[src/design/dser_pkg.sv]
// ----------------------------------------------------------------------------
// dser_pkg: shared types and constants for the dual sonar echo ranger
// Event codes, command codes, register indexes and the pulse-to-cm converter.
// ----------------------------------------------------------------------------
package dser_pkg;

  localparam int TIMER_WIDTH = 16;
  localparam int LEN_WIDTH   = 16;
  localparam int DIST_WIDTH  = 8;
  localparam int CMD_WIDTH   = 8;
  localparam int CFG_IDX_W   = 8;

  localparam logic [LEN_WIDTH-1:0] TRIGGER_RESET = 16'd15;
  localparam logic [LEN_WIDTH-1:0] WAIT_RESET    = 16'd50000;

  // Echo pulse ticks per centimeter, and the reciprocal used to divide by it.
  localparam int CM_DIVISOR = 58;
  localparam int DIST_MAX   = 255;
  localparam int SAT_LIMIT  = (DIST_MAX + 1) * CM_DIVISOR;  // 14848
  localparam int RECIP_SH   = 20;
  localparam int RECIP_MUL  = ((1 << RECIP_SH) + CM_DIVISOR - 1) / CM_DIVISOR;
  localparam int QX_W       = 14;  // pulses below SAT_LIMIT fit here
  localparam int RECIP_W    = 15;

  typedef enum logic [1:0] {
    MODE_TICK  = 2'd0,
    MODE_LEFT  = 2'd1,
    MODE_RIGHT = 2'd2,
    MODE_CMD   = 2'd3
  } mode_e_t;

  localparam logic [CMD_WIDTH-1:0] CMD_RIGHT_DIST = 8'd1;
  localparam logic [CMD_WIDTH-1:0] CMD_LEFT_DIST  = 8'd2;

  localparam logic [CFG_IDX_W-1:0] REG_TRIGGER_LEN = 8'd0;
  localparam logic [CFG_IDX_W-1:0] REG_WAIT_LEN    = 8'd1;

  // pulse / 58, saturated at 255; reciprocal multiply is exact below SAT_LIMIT
  function automatic logic [DIST_WIDTH-1:0] to_cm(input logic [TIMER_WIDTH-1:0] pulse);
    logic [31:0]               wide;
    logic [QX_W+RECIP_W-1:0]   prod;
    wide = 32'(pulse);
    prod = (QX_W+RECIP_W)'(wide[QX_W-1:0]) * (QX_W+RECIP_W)'(RECIP_MUL);
    if (wide >= 32'(SAT_LIMIT)) begin
      return DIST_WIDTH'(DIST_MAX);
    end
    return prod[RECIP_SH +: DIST_WIDTH];
  endfunction

endpackage

[src/design/dual_sonar_echo_ranger.sv]
// ----------------------------------------------------------------------------
// dual_sonar_echo_ranger: two-channel ultrasonic ranger event processor
// Sequences left/right triggers on timer ticks, times echoes, answers queries.
// ----------------------------------------------------------------------------
// Usage
//   Input channel (in_valid/in_ready): one event per request. mode selects a
//   timebase tick, a left or right echo-line change, or a query byte carried
//   in command_byte (1 = right distance, 2 = left distance).
//   Output channel (out_valid/out_ready): exactly one result per request:
//   the trigger levels after the event, and reply_valid/reply_byte for a
//   query (reply_byte is 0 when no reply is given).
//   Config channel (cfg_valid/cfg_ready): cfg_index 0 writes trigger_length,
//   1 writes wait_length; other indexes are dropped. Always ready.
// Timing
//   The result is registered: a request accepted at edge N has its result
//   valid after edge N. Throughput is one request per cycle while out_ready
//   is high; the state update and the pulse-to-cm multiply sit between the
//   input handshake and the result register.
// Reset
//   Synchronous, active high. Lengths return to 15 and 50000, all timers,
//   flags and distances clear, sequencer starts in the left trigger phase.
// Stall
//   While a result waits (out_valid && !out_ready) no new request is taken;
//   in_ready follows out_ready as soon as the result register is occupied.
// ----------------------------------------------------------------------------
module dual_sonar_echo_ranger
  import dser_pkg::*;
(
  input  logic                  clk,
  input  logic                  rst,
  // event requests
  input  logic                  in_valid,
  output logic                  in_ready,
  input  logic [1:0]            mode,
  input  logic [CMD_WIDTH-1:0]  command_byte,
  // results
  output logic                  out_valid,
  input  logic                  out_ready,
  output logic                  trigger_left,
  output logic                  trigger_right,
  output logic                  reply_valid,
  output logic [DIST_WIDTH-1:0] reply_byte,
  // register writes
  input  logic                  cfg_valid,
  output logic                  cfg_ready,
  input  logic [CFG_IDX_W-1:0]  cfg_index,
  input  logic [LEN_WIDTH-1:0]  cfg_data
);

  typedef enum logic [1:0] {
    PH_LEFT_TRIG  = 2'd0,
    PH_LEFT_WAIT  = 2'd1,
    PH_RIGHT_TRIG = 2'd2,
    PH_RIGHT_WAIT = 2'd3
  } phase_t;

  // configuration
  logic [LEN_WIDTH-1:0]   trigger_length;
  logic [LEN_WIDTH-1:0]   wait_length;

  // ranging state
  logic [TIMER_WIDTH-1:0] shared_timer, shared_timer_next;
  logic                   timer_running, timer_running_next;
  logic                   left_armed, left_armed_next;
  logic                   right_armed, right_armed_next;
  logic [TIMER_WIDTH-1:0] left_pulse, left_pulse_next;
  logic [TIMER_WIDTH-1:0] right_pulse, right_pulse_next;
  logic [DIST_WIDTH-1:0]  left_distance, left_distance_next;
  logic [DIST_WIDTH-1:0]  right_distance, right_distance_next;
  phase_t                 phase, phase_next;
  logic [LEN_WIDTH-1:0]   phase_ticks, phase_ticks_next;

  // per-event scratch
  logic                   accept;
  logic [LEN_WIDTH-1:0]   len_raw, len_eff, ticks_inc;
  logic                   phase_done;
  logic [TIMER_WIDTH-1:0] latch_pulse;
  logic [DIST_WIDTH-1:0]  latch_cm;
  logic                   rv_next;
  logic [DIST_WIDTH-1:0]  rb_next;

  assign cfg_ready = 1'b1;
  assign in_ready  = !out_valid || out_ready;
  assign accept    = in_valid && in_ready;

  // phase length; a zero length behaves like one tick
  assign len_raw    = phase[0] ? wait_length : trigger_length;
  assign len_eff    = (len_raw == '0) ? LEN_WIDTH'(1) : len_raw;
  assign ticks_inc  = phase_ticks + LEN_WIDTH'(1);
  // wrap of the tick counter also ends the phase
  assign phase_done = (ticks_inc >= len_eff) || (ticks_inc == '0);

  // only one wait phase latches per tick, so one converter serves both sides
  assign latch_pulse = (phase == PH_LEFT_WAIT) ? left_pulse : right_pulse;
  assign latch_cm    = to_cm(latch_pulse);

  always_comb begin
    shared_timer_next   = shared_timer;
    timer_running_next  = timer_running;
    left_armed_next     = left_armed;
    right_armed_next    = right_armed;
    left_pulse_next     = left_pulse;
    right_pulse_next    = right_pulse;
    left_distance_next  = left_distance;
    right_distance_next = right_distance;
    phase_next          = phase;
    phase_ticks_next    = phase_ticks;
    rv_next             = 1'b0;
    rb_next             = '0;

    unique case (mode_e_t'(mode))
      MODE_TICK: begin
        if (timer_running) begin
          shared_timer_next = shared_timer + TIMER_WIDTH'(1);
        end
        if (phase_done) begin
          phase_ticks_next = '0;
          unique case (phase)
            PH_LEFT_TRIG:  phase_next = PH_LEFT_WAIT;
            PH_LEFT_WAIT: begin
              left_distance_next = latch_cm;
              phase_next         = PH_RIGHT_TRIG;
            end
            PH_RIGHT_TRIG: phase_next = PH_RIGHT_WAIT;
            PH_RIGHT_WAIT: begin
              right_distance_next = latch_cm;
              phase_next          = PH_LEFT_TRIG;
            end
          endcase
        end else begin
          phase_ticks_next = ticks_inc;
        end
      end
      MODE_LEFT: begin
        // the timer is shared: a disarm on either side stops and clears it
        if (left_armed) begin
          timer_running_next = 1'b0;
          left_pulse_next    = shared_timer;
          shared_timer_next  = '0;
          left_armed_next    = 1'b0;
        end else begin
          timer_running_next = 1'b1;
          left_armed_next    = 1'b1;
        end
      end
      MODE_RIGHT: begin
        if (right_armed) begin
          timer_running_next = 1'b0;
          right_pulse_next   = shared_timer;
          shared_timer_next  = '0;
          right_armed_next   = 1'b0;
        end else begin
          timer_running_next = 1'b1;
          right_armed_next   = 1'b1;
        end
      end
      MODE_CMD: begin
        if (command_byte == CMD_RIGHT_DIST) begin
          rv_next = 1'b1;
          rb_next = right_distance;
        end else if (command_byte == CMD_LEFT_DIST) begin
          rv_next = 1'b1;
          rb_next = left_distance;
        end
      end
    endcase
  end

  // register writes
  always_ff @(posedge clk) begin
    if (rst) begin
      trigger_length <= TRIGGER_RESET;
      wait_length    <= WAIT_RESET;
    end else if (cfg_valid && cfg_ready) begin
      if (cfg_index == REG_TRIGGER_LEN) begin
        trigger_length <= cfg_data;
      end else if (cfg_index == REG_WAIT_LEN) begin
        wait_length <= cfg_data;
      end
    end
  end

  // ranging state
  always_ff @(posedge clk) begin
    if (rst) begin
      shared_timer   <= '0;
      timer_running  <= 1'b0;
      left_armed     <= 1'b0;
      right_armed    <= 1'b0;
      left_pulse     <= '0;
      right_pulse    <= '0;
      left_distance  <= '0;
      right_distance <= '0;
      phase          <= PH_LEFT_TRIG;
      phase_ticks    <= '0;
    end else if (accept) begin
      shared_timer   <= shared_timer_next;
      timer_running  <= timer_running_next;
      left_armed     <= left_armed_next;
      right_armed    <= right_armed_next;
      left_pulse     <= left_pulse_next;
      right_pulse    <= right_pulse_next;
      left_distance  <= left_distance_next;
      right_distance <= right_distance_next;
      phase          <= phase_next;
      phase_ticks    <= phase_ticks_next;
    end
  end

  // result register
  always_ff @(posedge clk) begin
    if (rst) begin
      out_valid <= 1'b0;
    end else if (accept) begin
      out_valid <= 1'b1;
    end else if (out_ready) begin
      out_valid <= 1'b0;
    end
  end

  always_ff @(posedge clk) begin
    if (accept) begin
      trigger_left  <= (phase_next == PH_LEFT_TRIG);
      trigger_right <= (phase_next == PH_RIGHT_TRIG);
      reply_valid   <= rv_next;
      reply_byte    <= rb_next;
    end
  end

endmodule

[config.mk]
export PLATFORM = sky130hd
export DESIGN_NAME = dual_sonar_echo_ranger
export DESIGN_NICKNAME = d
export VERILOG_FILES = /design/src/design/dser_pkg.sv /design/src/design/dual_sonar_echo_ranger.sv
export SDC_FILE = /design/constraint.sdc
export NUM_CORES = 1
export LEC_CHECK = 0
export ABC_AREA = 1
export BUFFER_PORTS_ARGS = -buffer_cell sky130_fd_sc_hd__buf_4
export CAP_MARGIN = 20
export CORE_AREA = 3 3 151 153
export CTS_BUF_LIST = sky130_fd_sc_hd__clkbuf_4 sky130_fd_sc_hd__clkbuf_8 sky130_fd_sc_hd__clkbuf_16
export DETAILED_ROUTE_END_ITERATION = 10
export DIE_AREA = 0 0 154 156
export MAX_ROUTING_LAYER = met4
export PLACE_DENSITY = 0.66
export SLEW_MARGIN = 10
export SYNTH_ARGS = -nofsm -noshare
export SYNTH_HDL_FRONTEND = slang
export SYNTH_SLANG_ARGS = --single-unit
export TNS_END_PERCENT = 1
[constraint.sdc]
create_clock -name clk -period 18.65 [get_ports clk]
set_input_delay 3.73 -clock clk [delete_from_list [all_inputs] [get_ports clk]]
set_output_delay 3.73 -clock clk [all_outputs]
set_load 0.01 [all_outputs]
==> results.yml <==
timing:
  fmax_ghz: 0.127
  min_period_ns: 7.85
  slew_headroom_pct: 25.5
  fin_ws_ns: 10.80
  hold_ws_ns: 0.452
  tns_ns: 0
  fin_crit_sh_pct: 42.1
  final_hold_viol_count: 0
  rsz0062_at_grt: "false"
  setup_violations: 0
  worst_slew_pin_slew_ns: 1.12
  maxSlewViolCount: 0
  fin_skew_ns: 0.0161
global_routing:
  first_global_vias: 8344
  grt_max_degree: 76
  antenna_found_initial: 0
  grt-ovfl-total: 0
  grt_pass1_wl_um: 39300
  grt_use_total_pct: 20.3
drt:
  routed_wl_um: 23100
  via_per_inst: 5.04
  routed-via-count: 8886
  first_pass_iters: 4
  drc: 0
  ant_nets: 0
  drtIter0Drc: 477
  drt-wirelength-per-cell_um: 13.1
clocking:
  cts_setup_buffers: 0
  cts.sinks: 129
  cts_resized: 0
  h-tree-depth: 4
  clk_latency_ns: 0.42
  cts_made_buffers: 17
  hold_buffers: 0
  path_clk_slew_ns: 0.06
  cts_root_buffer: "clkbuf_16"
  cts_tree: "done"
  clock_path_buffers: 2
floorplanning:
  die_area_um2: 24000
  rows: 54
  core_um2: 21700
  start_util_pct: 49.2
  ios: 53
  dieHeight_um: 156
  die_w_um: 154
yosys:
  synth_flop_cell: "dfxtp_1"
  ys_seq_elements: 129
  synth_edf_count: 11
  synth_async_sr_flop_share_pct: 0
  ys_types: 46
  syn_area_per_cell_um2: 7.50
  synth_area_um2: 10700
  ys_top_cells_by_area: "dfxtp_1 22%, ha_1 18%, fa_1 11%"
  netlist_instances: 1423
  yosys.area.top_type: "dfxtp_1"
  yosys_warnings: 0
  ys_seq_area_share_pct: 25.2
  synthDominantCellAreaShare_pct: 22.1
  syn_nets: 1674
critical_path:
  setup.worst_path.end_class: "primary output"
  critical-path-slowest-cell: "buf_4"
  regToRegEndpoint: "left_distance[1]"
  r2r_start: "phase[0]"
  critPathMaxFanout: 3
  critPathArrivalTime_ns: 4.12
  rrSetupSlack_ns: 11.48
  cp_common_cell: "buf_4"
  crit_type: "in -> out"
  max_stage_delay_ns: 0.16
  r2r_cells: 25
  worstPathRequired_ns: 14.92
  path_cells: "buf_4 > inv_1 > nand2_1 > buf_4"
  cp-start-kind: "primary input"
power:
  p_leak_nw: 6.02
  peakVddDrop_mv: 0.0580
  cellPowerDensity_nw_per_um2: 68.3
  total_power_mw: 0.810
finish:
  diodes: 0
  nets: 1722
  layout-drive-gt1-share_pct: 7.35
  syn_to_final_growth_pct: 11.2
run_status:
  status: "finished clean"
run:
  max_cap_viol_count: 0
hold_path:
  holdCritPathClass: "reg -> reg"
  hold_path_depth: 2
  min_to: "right_pulse[0]"
  hold_start: "right_pulse[0]"
place:
  place.port_buffers: 51
  gp_congestion: 0.904
  hpwl_um: 18200
  place_ws_ns: 10.81
[routing by layer]
metal | vias to the layer above | part of all wire, % | track usage (%)
met5 | - | 0 | -
li1 | 4664 | - | -
met3 | 21 | 3.6 | 2.64
met2 | 160 | 45 | 31.9
met1 | 4041 | 50 | 28.1
met4 | 0 | 1.0 | 4.96
[power by group]
part | internal, mW | switching [mW]
clock network | 0.198 | 0.127
registers | 0.283 | 0.00351
logic | 0.0750 | 0.123
[cells in the final DEF, fill, tap and decap left out, drive strengths merged, types with 5 or more instances in the layout]
master / count
xor2: 6
clkbuf: 21
inv: 278
ha: 153
dfxtp: 118
mux2i: 12
o21bai: 9
nor3: 13
nand4: 16
o211ai: 8
o21ai: 93
nand3: 47
nor2: 170
fa: 59
o22ai: 9
buf: 58
a21oi: 99
a211oi: 9
edfxtp: 11
nand2: 259
o21a: 5
nor4: 5
[logic make-up (layout without fill, tap and decap cells)]
| logic type | after synthesis | in the layout | share of synthesized area [%] |
|---|---|---|---|
| AOI/OAI and AO/OA | 243 | 243 | 12.5 |
| other | 1 | 1 | 0.0352 |
| xor gates and xnor gates | 7 | 7 | 0.575 |
| muxes | 12 | 12 | 1.13 |
| buffers and inverters | 303 | 362 | 11.2 |
| and+or+nand+nor | 516 | 516 | 20.3 |
| DFF | 129 | 129 | 25.2 |
| adders and majority gates | 212 | 212 | 29.0 |
[final cells by class]
type	count	area [µm²]
Multi-Input combinational cell	991	6780
Inverter	274	1030
Sequential cell	129	2690
Timing Repair Buffer	58	435
Clock buffer	21	479
Fill cell	2108	9820
Clock inverter	9	96.3
Tap cell	280	350
[synthesized netlist by cell type (2+ instances only)]
| library cell | number |
|---|---|
| nor2_4 | 3 |
| nand3b_1 | 3 |
| mux2i_1 | 12 |
| fa_1 | 59 |
| nand3_1 | 45 |
| inv_1 | 272 |
| edfxtp_1 | 11 |
| dfxtp_1 | 118 |
| nand2_2 | 7 |
| nor3_1 | 13 |
| o21ai_0 | 91 |
| clkbuf_8 | 2 |
| nand3_4 | 2 |
| a21o_1 | 3 |
| a211oi_1 | 9 |
| clkbuf_1 | 19 |
| o22ai_1 | 9 |
| buf_1 | 2 |
| a31oi_1 | 3 |
| or2_2 | 2 |
| nor2_2 | 3 |
| a21oi_1 | 99 |
| o21a_1 | 5 |
| nand2_1 | 251 |
| buf_6 | 4 |
| nand4_1 | 16 |
| o211ai_1 | 8 |
| ha_1 | 153 |
| o21bai_1 | 9 |
| xor2_1 | 6 |
| nor4_1 | 5 |
| o21ai_1 | 2 |
| nor2_1 | 164 |
[stage by stage]
step	utilization [%]	instances	area [µm²]
floorplan	-	1423	10700
global placement	52.1	1732	11300
detailed placement	52.1	1732	11300
CTS	54.7	1762	11900
global route	54.7	1762	11900
finish	54.7	1762	11900
[worst max-delay path by stage]
stage	slack, ns	from	depth (start not counted)	to
2_1_floorplan	11.04	out_ready	2	in_ready
3_3_place_gp	10.81	out_ready	4	in_ready
3_5_place_dp	10.81	out_ready	4	in_ready
4_1_cts	10.81	out_ready	4	in_ready
5_1_grt	10.78	out_ready	4	in_ready
6_report	10.80	out_ready	4	in_ready
[worst max-delay path, delay by kind of cell]
kind,cells,cell delay (ns)
buf+inv,3,0.31
simple gates,1,0.08
[state kept, by name (all words and copies together), names as in the netlist]
name            flops
phase               2
left_armed          1
phase_ticks        16
left_pulse         16
right_distance      8
trigger_left        1
right_pulse        16
trigger_length     16
wait_length        16
left_distance       8
reply_valid         1
shared_timer       16
trigger_right       1
timer_running       1
out_valid           1
reply_byte          8
right_armed         1
No activity file was read; power rests on OpenSTA's default activity.
